### src/hw/rtl/dpb_pkg.sv
// Shared types and constants for the decoded picture buffer bumping block.
`default_nettype none
package dpb_pkg;

    localparam int CAP_W = 5;
    localparam logic [CAP_W-1:0] CAP_RESET = 5'd16;
    localparam int TWO_REF_CAP = 2;

    localparam logic [1:0] KIND_ADD = 2'd0;
    localparam logic [1:0] KIND_FLUSH = 2'd1;
    localparam logic [1:0] KIND_RELEASE = 2'd2;

    localparam logic EV_EMIT = 1'b0;
    localparam logic EV_DONE = 1'b1;

    localparam logic ST_OK = 1'b0;
    localparam logic ST_FULL = 1'b1;

    typedef enum logic [4:0] {
        CMD_IDLE,
        CMD_LOAD,
        CMD_RD_IDX,
        CMD_RD_HELD,
        CMD_RD_ZERO,
        CMD_CAP0_RD1,
        CMD_IDX_INC,
        CMD_IDX_CLR,
        CMD_PG_DROP,
        CMD_WR_MOVE,
        CMD_BUMP_CHK,
        CMD_BUMP_EMIT,
        CMD_SET_FAIL,
        CMD_EMIT_NEW,
        CMD_STORE,
        CMD_OLD_CHK,
        CMD_CLEAR_HELD,
        CMD_REL_CHK,
        CMD_TWO_SEL,
        CMD_TWO_EMIT,
        CMD_STORE_SEL,
        CMD_OUT_EMIT,
        CMD_OUT_DONE
    } dpb_cmd_t;

    typedef struct packed {
        logic [1:0] kind;
        logic two_mode;
        logic item_ref;
        logic item_skip;
        logic item_outm;
        logic idx_lt_held;
        logic idx_is_last;
        logic rd_drop;
        logic full;
        logic older;
        logic found;
        logic best_ref;
        logic best_is_last;
        logic best_out;
        logic held_ge2;
        logic q_empty;
        logic out_free;
    } dpb_status_t;

endpackage
`default_nettype wire

### src/hw/rtl/decoded_picture_buffer_bump.sv
// Top level of the decoded picture buffer with bumping output.
//
// Holds up to the configured number of pictures in a slot RAM with one read
// and one write port and handles one command transaction at a time (add,
// flush, release). Every slot scan reads one slot at a time through the
// registered RAM read, and each compaction move adds a read and a write. An
// add costs one purge pass plus one scan pass per bump; a flush costs one pass
// per emitted picture and a closing pass. Emitted pictures are queued and
// delivered after the step with the final fill count, followed by the done
// transaction.
// A new command is taken once the previous done transaction is in the output
// register. No clearing pass is needed after reset.
`default_nettype none
module decoded_picture_buffer_bump #(
    parameter int MAX_SLOTS = 16,
    parameter int ID_BITS = 16,
    parameter int ORDER_BITS = 32,
    localparam int CW = $clog2(MAX_SLOTS + 1),
    localparam int IN_W = ID_BITS + ORDER_BITS + 3,
    localparam int IN_TW = ((IN_W + 7) / 8) * 8,
    localparam int OUT_W = ID_BITS + ORDER_BITS + 1 + CW,
    localparam int OUT_TW = ((OUT_W + 7) / 8) * 8
) (
    input  wire logic                      clk,
    input  wire logic                      rst_n,
    input  wire logic                      cfg_wr_en,
    input  wire logic [dpb_pkg::CAP_W-1:0] cfg_wr_data,
    input  wire logic                      s_tvalid,
    output logic                           s_tready,
    // pic_id, order_count, is_reference, is_skipped, already_output
    input  wire logic [IN_TW-1:0]          s_tdata,
    // kind
    input  wire logic [1:0]                s_tuser,
    output logic                           m_tvalid,
    input  wire logic                      m_tready,
    // out_id, out_order, status, fill_count
    output logic [OUT_TW-1:0]              m_tdata,
    // event_res
    output logic                           m_tuser,
    output logic                           m_tlast
);
    import dpb_pkg::*;

    localparam int O_LO = ID_BITS;
    localparam int F_LO = ID_BITS + ORDER_BITS;

    dpb_cmd_t cmd;
    dpb_status_t status;
    logic out_ev, out_status, out_last;
    logic [ID_BITS-1:0] out_id;
    logic [ORDER_BITS-1:0] out_order;
    logic [CW-1:0] out_fill;

    dpb_ctrl u_ctrl (
        .clk      (clk),
        .rst_n    (rst_n),
        .s_tvalid (s_tvalid),
        .in_ready (s_tready),
        .status   (status),
        .cmd      (cmd)
    );

    dpb_datapath #(
        .MAX_SLOTS  (MAX_SLOTS),
        .ID_BITS    (ID_BITS),
        .ORDER_BITS (ORDER_BITS)
    ) u_dp (
        .clk         (clk),
        .rst_n       (rst_n),
        .cfg_wr_en   (cfg_wr_en),
        .cfg_wr_data (cfg_wr_data),
        .in_kind     (s_tuser),
        .in_id       (s_tdata[ID_BITS-1:0]),
        .in_order    (s_tdata[F_LO-1:O_LO]),
        .in_ref      (s_tdata[F_LO]),
        .in_skip     (s_tdata[F_LO+1]),
        .in_outm     (s_tdata[F_LO+2]),
        .cmd         (cmd),
        .status      (status),
        .m_tready    (m_tready),
        .out_valid   (m_tvalid),
        .out_ev      (out_ev),
        .out_id      (out_id),
        .out_order   (out_order),
        .out_status  (out_status),
        .out_fill    (out_fill),
        .out_last    (out_last)
    );

    assign m_tdata = OUT_TW'({out_fill, out_status, out_order, out_id});
    assign m_tuser = out_ev;
    assign m_tlast = out_last;

    // the done transaction is the only one that closes a step
    a_last_done: assert property (@(posedge clk) disable iff (!rst_n)
        m_tvalid |-> (m_tlast == (m_tuser == EV_DONE)))
        else $error("tlast does not match done transaction");

    // emit transactions never report a full buffer
    a_emit_ok: assert property (@(posedge clk) disable iff (!rst_n)
        (m_tvalid && (m_tuser == EV_EMIT)) |-> (m_tdata[F_LO] == ST_OK))
        else $error("emit transaction carries nonzero status");

    a_fill_range: assert property (@(posedge clk) disable iff (!rst_n)
        m_tvalid |-> (m_tdata[F_LO+CW:F_LO+1] <= CW'(MAX_SLOTS)))
        else $error("fill count beyond slot count");

    // a command is taken only once the output register holds no emit
    a_accept_clean: assert property (@(posedge clk) disable iff (!rst_n)
        (s_tvalid && s_tready && m_tvalid) |-> (m_tuser == EV_DONE))
        else $error("command accepted with emits pending");
endmodule
`default_nettype wire

### src/hw/rtl/dpb_ram.sv
// Generic single-write, single-read RAM with registered read data.
`default_nettype none
module dpb_ram #(
    parameter int WIDTH = 8,
    parameter int DEPTH = 16
) (
    input  wire logic                     clk,
    input  wire logic                     we,
    input  wire logic [$clog2(DEPTH)-1:0] waddr,
    input  wire logic [WIDTH-1:0]         wdata,
    input  wire logic [$clog2(DEPTH)-1:0] raddr,
    output logic      [WIDTH-1:0]         rdata
);
    logic [WIDTH-1:0] mem [DEPTH];

    always_ff @(posedge clk)
    begin
        if (we)
        begin
            mem[waddr] <= wdata;
        end
        rdata <= mem[raddr];
    end
endmodule
`default_nettype wire

### src/hw/rtl/dpb_ctrl.sv
// Sequencer for the picture buffer: issues at most one datapath command per cycle.
`default_nettype none
module dpb_ctrl (
    input  wire logic                 clk,
    input  wire logic                 rst_n,
    input  wire logic                 s_tvalid,
    output logic                      in_ready,
    input  wire dpb_pkg::dpb_status_t status,
    output dpb_pkg::dpb_cmd_t         cmd
);
    import dpb_pkg::*;

    typedef enum logic [4:0] {
        S_IDLE, S_DISPATCH, S_PG_RD, S_PG_CHK, S_MV_RD, S_MV_WR, S_ADD_CHK, S_STORE,
        S_OL_INIT, S_OL_RD, S_OL_CHK, S_OL_END, S_BM_INIT, S_BM_RD, S_BM_CHK, S_BM_END,
        S_FL_END, S_RL_RD, S_RL_CHK, S_T0, S_T1, S_T2, S_T3, S_T_NEW,
        S_DRN_RD, S_DRN_LD, S_DONE
    } state_t;

    state_t state_reg, state_next;
    state_t bm_ret_reg, bm_ret_next;
    state_t mv_ret_reg, mv_ret_next;

    assign in_ready = (state_reg == S_IDLE);

    always_comb
    begin
        state_next = state_reg;
        bm_ret_next = bm_ret_reg;
        mv_ret_next = mv_ret_reg;
        cmd = CMD_IDLE;
        case (state_reg)
            S_IDLE:
            begin
                if (s_tvalid)
                begin
                    cmd = CMD_LOAD;
                    state_next = S_DISPATCH;
                end
            end
            S_DISPATCH:
            begin
                case (status.kind)
                    KIND_ADD:     state_next = status.two_mode ? S_T0 : S_PG_RD;
                    KIND_FLUSH:
                    begin
                        bm_ret_next = S_BM_INIT;
                        state_next = S_BM_INIT;
                    end
                    KIND_RELEASE: state_next = S_RL_RD;
                    default:      state_next = S_DRN_RD;
                endcase
            end
            // drop entries that are output and unreferenced
            S_PG_RD:
            begin
                if (status.idx_lt_held)
                begin
                    cmd = CMD_RD_IDX;
                    state_next = S_PG_CHK;
                end
                else
                begin
                    state_next = S_ADD_CHK;
                end
            end
            S_PG_CHK:
            begin
                if (status.rd_drop)
                begin
                    cmd = CMD_PG_DROP;
                    if (status.idx_is_last)
                    begin
                        state_next = S_PG_RD;
                    end
                    else
                    begin
                        mv_ret_next = S_PG_RD;
                        state_next = S_MV_RD;
                    end
                end
                else
                begin
                    cmd = CMD_IDX_INC;
                    state_next = S_PG_RD;
                end
            end
            // last entry fills the gap
            S_MV_RD:
            begin
                cmd = CMD_RD_HELD;
                state_next = S_MV_WR;
            end
            S_MV_WR:
            begin
                cmd = CMD_WR_MOVE;
                state_next = mv_ret_reg;
            end
            S_ADD_CHK:
            begin
                if (!status.item_ref && status.item_skip)
                begin
                    state_next = S_DRN_RD;
                end
                else if (!status.full)
                begin
                    state_next = S_STORE;
                end
                else if (status.item_ref)
                begin
                    bm_ret_next = S_ADD_CHK;
                    state_next = S_BM_INIT;
                end
                else if (status.item_outm)
                begin
                    cmd = CMD_EMIT_NEW;
                    state_next = S_DRN_RD;
                end
                else
                begin
                    state_next = S_OL_INIT;
                end
            end
            S_STORE:
            begin
                cmd = CMD_STORE;
                state_next = S_DRN_RD;
            end
            S_OL_INIT:
            begin
                cmd = CMD_IDX_CLR;
                state_next = S_OL_RD;
            end
            S_OL_RD:
            begin
                if (status.idx_lt_held)
                begin
                    cmd = CMD_RD_IDX;
                    state_next = S_OL_CHK;
                end
                else
                begin
                    state_next = S_OL_END;
                end
            end
            S_OL_CHK:
            begin
                cmd = CMD_OLD_CHK;
                state_next = S_OL_RD;
            end
            S_OL_END:
            begin
                if (status.older)
                begin
                    bm_ret_next = S_ADD_CHK;
                    state_next = S_BM_INIT;
                end
                else
                begin
                    cmd = CMD_EMIT_NEW;
                    state_next = S_DRN_RD;
                end
            end
            S_BM_INIT:
            begin
                cmd = CMD_IDX_CLR;
                state_next = S_BM_RD;
            end
            S_BM_RD:
            begin
                if (status.idx_lt_held)
                begin
                    cmd = CMD_RD_IDX;
                    state_next = S_BM_CHK;
                end
                else
                begin
                    state_next = S_BM_END;
                end
            end
            S_BM_CHK:
            begin
                cmd = CMD_BUMP_CHK;
                state_next = S_BM_RD;
            end
            S_BM_END:
            begin
                if (!status.found)
                begin
                    if (status.kind == KIND_FLUSH)
                    begin
                        state_next = S_FL_END;
                    end
                    else
                    begin
                        cmd = CMD_SET_FAIL;
                        state_next = S_DRN_RD;
                    end
                end
                else
                begin
                    cmd = CMD_BUMP_EMIT;
                    if (status.best_ref || status.best_is_last)
                    begin
                        state_next = bm_ret_reg;
                    end
                    else
                    begin
                        mv_ret_next = bm_ret_reg;
                        state_next = S_MV_RD;
                    end
                end
            end
            S_FL_END:
            begin
                cmd = CMD_CLEAR_HELD;
                state_next = S_DRN_RD;
            end
            S_RL_RD:
            begin
                if (status.idx_lt_held)
                begin
                    cmd = CMD_RD_IDX;
                    state_next = S_RL_CHK;
                end
                else
                begin
                    state_next = S_DRN_RD;
                end
            end
            S_RL_CHK:
            begin
                cmd = CMD_REL_CHK;
                state_next = S_RL_RD;
            end
            // two-reference replace mode
            S_T0:
            begin
                if (status.held_ge2)
                begin
                    cmd = CMD_RD_ZERO;
                    state_next = S_T1;
                end
                else
                begin
                    state_next = S_T_NEW;
                end
            end
            S_T1:
            begin
                cmd = CMD_CAP0_RD1;
                state_next = S_T2;
            end
            S_T2:
            begin
                cmd = CMD_TWO_SEL;
                state_next = S_T3;
            end
            S_T3:
            begin
                if (!status.best_out)
                begin
                    cmd = CMD_TWO_EMIT;
                end
                state_next = S_T_NEW;
            end
            S_T_NEW:
            begin
                if (!status.item_ref)
                begin
                    cmd = CMD_EMIT_NEW;
                end
                else if (!status.held_ge2)
                begin
                    cmd = CMD_STORE;
                end
                else
                begin
                    cmd = CMD_STORE_SEL;
                end
                state_next = S_DRN_RD;
            end
            // hand queued pictures to the output, then the done transaction
            S_DRN_RD:
            begin
                state_next = status.q_empty ? S_DONE : S_DRN_LD;
            end
            S_DRN_LD:
            begin
                if (status.out_free)
                begin
                    cmd = CMD_OUT_EMIT;
                    state_next = S_DRN_RD;
                end
            end
            S_DONE:
            begin
                if (status.out_free)
                begin
                    cmd = CMD_OUT_DONE;
                    state_next = S_IDLE;
                end
            end
            default: state_next = S_IDLE;
        endcase
    end

    always_ff @(posedge clk or negedge rst_n)
    begin
        if (!rst_n)
        begin
            state_reg <= S_IDLE;
            bm_ret_reg <= S_IDLE;
            mv_ret_reg <= S_IDLE;
        end
        else
        begin
            state_reg <= state_next;
            bm_ret_reg <= bm_ret_next;
            mv_ret_reg <= mv_ret_next;
        end
    end
endmodule
`default_nettype wire

### src/hw/rtl/dpb_datapath.sv
// Picture slot store, result queue and output register, driven by sequencer commands.
`default_nettype none
module dpb_datapath #(
    parameter int MAX_SLOTS = 16,
    parameter int ID_BITS = 16,
    parameter int ORDER_BITS = 32,
    localparam int CW = $clog2(MAX_SLOTS + 1)
) (
    input  wire logic                     clk,
    input  wire logic                     rst_n,
    input  wire logic                     cfg_wr_en,
    input  wire logic [dpb_pkg::CAP_W-1:0] cfg_wr_data,
    input  wire logic [1:0]               in_kind,
    input  wire logic [ID_BITS-1:0]       in_id,
    input  wire logic [ORDER_BITS-1:0]    in_order,
    input  wire logic                     in_ref,
    input  wire logic                     in_skip,
    input  wire logic                     in_outm,
    input  wire dpb_pkg::dpb_cmd_t        cmd,
    output dpb_pkg::dpb_status_t          status,
    input  wire logic                     m_tready,
    output logic                          out_valid,
    output logic                          out_ev,
    output logic [ID_BITS-1:0]            out_id,
    output logic [ORDER_BITS-1:0]         out_order,
    output logic                          out_status,
    output logic [CW-1:0]                 out_fill,
    output logic                          out_last
);
    import dpb_pkg::*;

    localparam int SW = $clog2(MAX_SLOTS);
    localparam int EW = (CW > CAP_W) ? CW : CAP_W;
    localparam int QD = MAX_SLOTS + 1;
    localparam int QW = $clog2(QD);
    localparam int SLW = ID_BITS + ORDER_BITS + 2;
    localparam int QEW = ID_BITS + ORDER_BITS;

    typedef struct packed {
        logic                  ref_m;
        logic                  out_m;
        logic [ORDER_BITS-1:0] order;
        logic [ID_BITS-1:0]    id;
    } slot_t;

    typedef struct packed {
        logic [ORDER_BITS-1:0] order;
        logic [ID_BITS-1:0]    id;
    } qent_t;

    // control registers
    logic [CAP_W-1:0] cap_reg, cap_next;
    logic [CW-1:0] held_reg, held_next;
    logic [CW-1:0] idx_reg, idx_next;
    logic [QW-1:0] wp_reg, wp_next;
    logic [QW-1:0] rp_reg, rp_next;
    logic found_reg, found_next;
    logic older_reg, older_next;
    logic st_reg, st_next;
    logic out_valid_reg, out_valid_next;

    // payload registers
    logic [1:0] kind_reg, kind_next;
    slot_t item_reg, item_next;
    logic skip_reg, skip_next;
    slot_t o0_reg, o0_next;
    slot_t best_reg, best_next;
    logic [SW-1:0] best_idx_reg, best_idx_next;
    logic [SW-1:0] mv_dst_reg, mv_dst_next;
    logic ev_reg, ev_next;
    qent_t oq_reg, oq_next;
    logic ost_reg, ost_next;
    logic [CW-1:0] ofill_reg, ofill_next;

    logic slot_we;
    logic [SW-1:0] slot_waddr, slot_raddr;
    slot_t slot_wr, slot_rd;
    logic [SLW-1:0] slot_rdata;
    logic q_we;
    qent_t q_wr, q_rd;
    logic [QEW-1:0] q_rdata;

    logic [EW-1:0] cap_ext, eff_cap;
    logic out_free;

    assign slot_rd = slot_t'(slot_rdata);
    assign q_rd = qent_t'(q_rdata);

    dpb_ram #(.WIDTH(SLW), .DEPTH(MAX_SLOTS)) u_slots (
        .clk   (clk),
        .we    (slot_we),
        .waddr (slot_waddr),
        .wdata (slot_wr),
        .raddr (slot_raddr),
        .rdata (slot_rdata)
    );

    dpb_ram #(.WIDTH(QEW), .DEPTH(QD)) u_queue (
        .clk   (clk),
        .we    (q_we),
        .waddr (wp_reg),
        .wdata (q_wr),
        .raddr (rp_reg),
        .rdata (q_rdata)
    );

    // capacity clamp: zero acts as one, above the slot count acts as the slot count
    assign cap_ext = EW'(cap_reg);
    assign eff_cap = (cap_reg == '0) ? EW'(1) :
                     (cap_ext > EW'(MAX_SLOTS)) ? EW'(MAX_SLOTS) : cap_ext;
    assign out_free = !out_valid_reg || m_tready;

    always_comb
    begin
        status.kind = kind_reg;
        status.two_mode = (eff_cap == EW'(TWO_REF_CAP));
        status.item_ref = item_reg.ref_m;
        status.item_skip = skip_reg;
        status.item_outm = item_reg.out_m;
        status.idx_lt_held = (idx_reg < held_reg);
        status.idx_is_last = (CW'(idx_reg + CW'(1)) == held_reg);
        status.rd_drop = slot_rd.out_m && !slot_rd.ref_m;
        status.full = (EW'(held_reg) >= eff_cap);
        status.older = older_reg;
        status.found = found_reg;
        status.best_ref = best_reg.ref_m;
        status.best_is_last = (CW'(CW'(best_idx_reg) + CW'(1)) == held_reg);
        status.best_out = best_reg.out_m;
        status.held_ge2 = (held_reg >= CW'(TWO_REF_CAP));
        status.q_empty = (rp_reg == wp_reg);
        status.out_free = out_free;
    end

    always_comb
    begin
        cap_next = cfg_wr_en ? cfg_wr_data : cap_reg;
        held_next = held_reg;
        idx_next = idx_reg;
        wp_next = wp_reg;
        rp_next = rp_reg;
        found_next = found_reg;
        older_next = older_reg;
        st_next = st_reg;
        out_valid_next = (out_valid_reg && m_tready) ? 1'b0 : out_valid_reg;
        kind_next = kind_reg;
        item_next = item_reg;
        skip_next = skip_reg;
        o0_next = o0_reg;
        best_next = best_reg;
        best_idx_next = best_idx_reg;
        mv_dst_next = mv_dst_reg;
        ev_next = ev_reg;
        oq_next = oq_reg;
        ost_next = ost_reg;
        ofill_next = ofill_reg;
        slot_we = 1'b0;
        slot_waddr = idx_reg[SW-1:0];
        slot_raddr = idx_reg[SW-1:0];
        slot_wr = slot_rd;
        q_we = 1'b0;
        q_wr = '{order: item_reg.order, id: item_reg.id};
        case (cmd)
            CMD_LOAD:
            begin
                kind_next = in_kind;
                item_next = '{ref_m: in_ref, out_m: in_outm, order: in_order, id: in_id};
                skip_next = in_skip;
                st_next = ST_OK;
                wp_next = '0;
                rp_next = '0;
                idx_next = '0;
                found_next = 1'b0;
                older_next = 1'b0;
            end
            CMD_RD_IDX:
            begin
                slot_raddr = idx_reg[SW-1:0];
            end
            CMD_RD_HELD:
            begin
                slot_raddr = held_reg[SW-1:0];
            end
            CMD_RD_ZERO:
            begin
                slot_raddr = '0;
            end
            CMD_CAP0_RD1:
            begin
                o0_next = slot_rd;
                slot_raddr = SW'(1);
            end
            CMD_IDX_INC:
            begin
                idx_next = idx_reg + CW'(1);
            end
            CMD_IDX_CLR:
            begin
                idx_next = '0;
                found_next = 1'b0;
                older_next = 1'b0;
            end
            CMD_PG_DROP:
            begin
                held_next = held_reg - CW'(1);
                mv_dst_next = idx_reg[SW-1:0];
            end
            CMD_WR_MOVE:
            begin
                slot_we = 1'b1;
                slot_waddr = mv_dst_reg;
                slot_wr = slot_rd;
            end
            CMD_BUMP_CHK:
            begin
                // strict compare keeps the lowest slot on ties
                if (!slot_rd.out_m &&
                    (!found_reg || ($signed(slot_rd.order) < $signed(best_reg.order))))
                begin
                    found_next = 1'b1;
                    best_next = slot_rd;
                    best_idx_next = idx_reg[SW-1:0];
                end
                idx_next = idx_reg + CW'(1);
            end
            CMD_BUMP_EMIT:
            begin
                q_we = 1'b1;
                q_wr = '{order: best_reg.order, id: best_reg.id};
                wp_next = wp_reg + QW'(1);
                if (best_reg.ref_m)
                begin
                    slot_we = 1'b1;
                    slot_waddr = best_idx_reg;
                    slot_wr = best_reg;
                    slot_wr.out_m = 1'b1;
                end
                else
                begin
                    held_next = held_reg - CW'(1);
                    mv_dst_next = best_idx_reg;
                end
            end
            CMD_SET_FAIL:
            begin
                st_next = ST_FULL;
            end
            CMD_EMIT_NEW:
            begin
                q_we = 1'b1;
                wp_next = wp_reg + QW'(1);
            end
            CMD_STORE:
            begin
                slot_we = 1'b1;
                slot_waddr = held_reg[SW-1:0];
                slot_wr = item_reg;
                held_next = held_reg + CW'(1);
            end
            CMD_OLD_CHK:
            begin
                if ($signed(slot_rd.order) < $signed(item_reg.order))
                begin
                    older_next = 1'b1;
                end
                idx_next = idx_reg + CW'(1);
            end
            CMD_CLEAR_HELD:
            begin
                held_next = '0;
            end
            CMD_REL_CHK:
            begin
                if (slot_rd.id == item_reg.id)
                begin
                    slot_we = 1'b1;
                    slot_waddr = idx_reg[SW-1:0];
                    slot_wr = slot_rd;
                    slot_wr.ref_m = 1'b0;
                end
                idx_next = idx_reg + CW'(1);
            end
            CMD_TWO_SEL:
            begin
                if ($signed(o0_reg.order) > $signed(slot_rd.order))
                begin
                    best_next = slot_rd;
                    best_idx_next = SW'(1);
                end
                else
                begin
                    best_next = o0_reg;
                    best_idx_next = '0;
                end
            end
            CMD_TWO_EMIT:
            begin
                q_we = 1'b1;
                q_wr = '{order: best_reg.order, id: best_reg.id};
                wp_next = wp_reg + QW'(1);
                slot_we = 1'b1;
                slot_waddr = best_idx_reg;
                slot_wr = best_reg;
                slot_wr.out_m = 1'b1;
            end
            CMD_STORE_SEL:
            begin
                slot_we = 1'b1;
                slot_waddr = best_idx_reg;
                slot_wr = item_reg;
            end
            CMD_OUT_EMIT:
            begin
                out_valid_next = 1'b1;
                ev_next = EV_EMIT;
                oq_next = q_rd;
                ost_next = ST_OK;
                ofill_next = held_reg;
                rp_next = rp_reg + QW'(1);
            end
            CMD_OUT_DONE:
            begin
                out_valid_next = 1'b1;
                ev_next = EV_DONE;
                oq_next = '0;
                ost_next = st_reg;
                ofill_next = held_reg;
            end
            default:
            begin
                slot_raddr = idx_reg[SW-1:0];
            end
        endcase
    end

    always_ff @(posedge clk or negedge rst_n)
    begin
        if (!rst_n)
        begin
            cap_reg <= CAP_RESET;
            held_reg <= '0;
            idx_reg <= '0;
            wp_reg <= '0;
            rp_reg <= '0;
            found_reg <= 1'b0;
            older_reg <= 1'b0;
            st_reg <= ST_OK;
            out_valid_reg <= 1'b0;
        end
        else
        begin
            cap_reg <= cap_next;
            held_reg <= held_next;
            idx_reg <= idx_next;
            wp_reg <= wp_next;
            rp_reg <= rp_next;
            found_reg <= found_next;
            older_reg <= older_next;
            st_reg <= st_next;
            out_valid_reg <= out_valid_next;
        end
    end

    always_ff @(posedge clk)
    begin
        kind_reg <= kind_next;
        item_reg <= item_next;
        skip_reg <= skip_next;
        o0_reg <= o0_next;
        best_reg <= best_next;
        best_idx_reg <= best_idx_next;
        mv_dst_reg <= mv_dst_next;
        ev_reg <= ev_next;
        oq_reg <= oq_next;
        ost_reg <= ost_next;
        ofill_reg <= ofill_next;
    end

    assign out_valid = out_valid_reg;
    assign out_ev = ev_reg;
    assign out_id = oq_reg.id;
    assign out_order = oq_reg.order;
    assign out_status = ost_reg;
    assign out_fill = ofill_reg;
    assign out_last = ev_reg;
endmodule
`default_nettype wire

### config.mk
export PLATFORM = sky130hd
export DESIGN_NAME = decoded_picture_buffer_bump
export DESIGN_NICKNAME = d
export VERILOG_FILES = /design/src/hw/rtl/dpb_pkg.sv /design/src/hw/rtl/decoded_picture_buffer_bump.sv /design/src/hw/rtl/dpb_ram.sv /design/src/hw/rtl/dpb_ctrl.sv /design/src/hw/rtl/dpb_datapath.sv
export SDC_FILE = /design/constraint.sdc
export NUM_CORES = 2
export LEC_CHECK = 0
export BUFFER_PORTS_ARGS = -buffer_cell sky130_fd_sc_hd__buf_2
export CAP_MARGIN = 10
export CORE_MARGIN = 3
export CORE_UTILIZATION = 55
export CTS_CLUSTER_SIZE = 12
export DETAILED_ROUTE_END_ITERATION = 10
export PLACE_DENSITY = 0.71
export SETUP_SLACK_MARGIN = 0.5
export SLEW_MARGIN = 5
export SYNTH_ARGS = -nofsm -noshare
export SYNTH_HDL_FRONTEND = slang
export SYNTH_SLANG_ARGS = --single-unit
### constraint.sdc
create_clock -name clk -period 14.24 [get_ports clk]
set_input_delay 0.712 -clock clk [delete_from_list [all_inputs] [get_ports clk]]
set_output_delay 0.712 -clock clk [all_outputs]
set_load 0.03 [all_outputs]
==> results.ini <==
[global_route]
antenna_found_initial = 2
grt_pass1_wl_um = 261000
grt.overflow.total = 0
grt_max_degree = 138
grt_usage_pct = 24.50
grt_pass1_vias = 40030

[cells_and_area]
fillers = 9812
final_cell_mix = edfxtp_1 (1832), mux4_2 (440), nand2_1 (246), clkbuf_16 (200), inv_1 (166)
fin_area_um2 = 87370
top_register = u_dp.u_queue.mem
top_regs = u_dp.u_queue.mem x816, u_dp.u_slots.mem x800
fin_util_pct = 62.31
synthToLayoutAreaGrowth_pct = 11.82
largest_register_ffs = 816
drive_above_1_share_pct = 25.45
nets = 4395
mostFrequentLayoutCell = edfxtp_1
multi_input_area_um2 = 19010
regArea_um2 = 57990

[timing]
timing.final.crit_period_ns = 5.632
drv_slew = 0
fmax_mhz = 177.6
max_slew_margin_pct = 16.29
finalSetupViolCount = 0
fin_crit_sh_pct = 39.55
fin_skew_ns = 0.02508
hold_violations = 0
rsz0062_at_grt = no
tightest_slew_ns = 1.247
fin_tns_setup_ns = 0
hold_ws_ns = 0.06894

[logic_synthesis]
yosysTopAreaCellShare_pct = 70.41
synth_area_leader_cell = edfxtp_1
synth-edff-count = 1832
syn_inst = 3990
ys_types = 88
synth_ff_type = edfxtp_1
syn_avg_cell_area_um2 = 19.58
yosysSeqAreaShare_pct = 74.20
async_flop_share_pct = 2.030
synth_seq_cells = 1970
synthTopCellsByArea = edfxtp_1 (70%), mux4_2 (13%), dfxtp_1 (2.5%)
ys_warn_count = 0
syn_area_um2 = 78130

[clocking]
worstSkewPairLatency_ns = 0.81
cts.path.max_buffers = 3
cts_buffers = 196
cts_tree = done
clkSlewWorstSetupHoldPaths_ns = 0.06
cts_resized = 0
cts_setup_buffers = 0
cts.hold.buffers_added = 0
cts_sinks = 1970
cts-root-buf = clkbuf_16
h-tree-depth = 4

[critical_path]
critPathRequiredTime_ns = 14.67
cp-end-kind = flop
path_class = flop to flop
arrival_ns = 6.06
ff2ff_path_depth = 12
startpoint_type = flop
cp_max_fo = 33

[route]
drc = 0
viasPerCell = 6.179
routedWlPerCell_um = 28.27
ant_nets = 0
drtIter0Drc = 4127
via_count = 38627
first_pass_iters = 6
drt-total-wl_um = 176700

[pwr]
p_int_mw = 11.12
seqPwrFrac_pct = 48.4
power_mw = 15.09
pwr-share-clk_pct = 32.1
switching_share_pct = 26.31
pwr_density_cell_nw_per_um2 = 172.8
max-vdd-ir-drop_mv = 0.1255
combPwrFrac_pct = 19.6
p_leak_nw = 28.57
p_switching_mw = 3.971

[job]
drv_cap = 0

[placed_design]
hpwl_um = 93230
place_congestion = 0.8921
placed_area_um2 = 81230
port_buffers = 120

[status]
run_status = finished clean

[floorplanning]
rows = 137
initial_core_util_pct = 55.72
core_area_um2 = 140200
io_pins = 128
die_height_um = 382.9
die_w_um = 382.9
dieArea_um2 = 146600

[hold_path]
hold_path_class = primary input to async pin

-- kinds of logic (layout without fill, tap and decap cells) --
| family | after synthesis | in the layout | share of synthesized area, % |
|---|---|---|---|
| AO/OA/AOI/OAI | 411 | 411 | 3.677 |
| XOR/XNOR | 38 | 38 | 0.4260 |
| adder cells (fa/ha/maj) | 118 | 118 | 1.899 |
| buffers and inverters | 361 | 744 | 1.983 |
| flip-flops | 1970 | 1970 | 74.20 |
| multiplexers | 565 | 565 | 14.48 |
| other | 1 | 3 | 0.004800 |
| AND/OR/NAND/NOR | 526 | 526 | 3.328 |
-- worst paths after layout --
kind	from	slack, ns	end
hold / removal	rst_n	0.07	u_dp.held_reg[1]
max in group asynchronous	rst_n	13.39	u_dp.rp_reg[0]
min in group clk	s_tdata[30]	0.08	u_dp.item_reg[30]
hold reg to reg	u_dp.u_queue.mem[16][12]	0.47	u_dp.u_queue.rdata[12]
setup / recovery	u_ctrl.state_reg[0]	8.61	u_dp.u_slots.mem[9][46]
setup reg to reg	u_ctrl.state_reg[0]	8.61	u_dp.u_slots.mem[9][46]
-- cell type report --
cell class,instances,area share (%)
repair buffers,213,1.544
clock buffers,323,6.532
diodes,1,0.002864
inverters,168,0.7275
well taps,1876,2.687
flip-flops and latches,1970,66.37
clock inverters,40,0.3766
multi-input cells,1660,21.76
-- stage by stage --
step	instances	setup slack, ns
final	6251	8.608
after global routing	6250	8.253
after CTS	6242	8.653
after detailed placement	5879	8.672
after global placement	5879	8.755
after floorplan	3991	2.197
-- synth_stat cells, types with 17 or more instances --
library cell,count
a21o_1,45
a21oi_1,40
a221o_1,55
a22oi_1,52
buf_1,29
buf_2,31
clkbuf_1,107
dfrtp_1,39
dfxtp_1,98
edfxtp_1,1832
ha_1,117
inv_1,167
mux2_2,122
mux4_2,440
nand2_1,248
nand3_1,26
nand4_1,21
nor2_1,58
nor2b_1,67
nor3_1,18
nor4_1,17
o21ai_0,80
o21ai_1,51
xor2_1,25
-- layer usage --
layer	GRT usage, %	part of all wire [%]	up-vias
met5	0	0.0045	-
met4	8.163	3.0	2
met3	4.146	7.2	297
met2	41.45	51	1549
met1	32.68	39	20190
li1	-	-	16589
-- critical path: stages, from the launching register on --
cell and delay [ns]:
dfrtp_1 1.01, nand2b_1 0.51, or3_4 0.28, nand2_4 0.10, a211oi_1 0.20, nand2_1 0.20
nand2_4 0.18, clkinv_4 0.13, or2_1 0.34, o221ai_2 0.84, nor4b_4 0.34, buf_4 0.39
buf_4 0.61
-- power by group through the flow --
stage	combinational (mW)	sequential [mW]	clock (mW)
2_1_floorplan	2.27	7.30	0
3_3_place_gp	2.89	7.41	0
3_5_place_dp	2.97	7.42	0
4_1_cts	2.98	7.30	4.94
5_1_grt	3.22	7.34	5.16
6_report	2.96	7.30	4.84
Power figures use the tool's default switching activity.
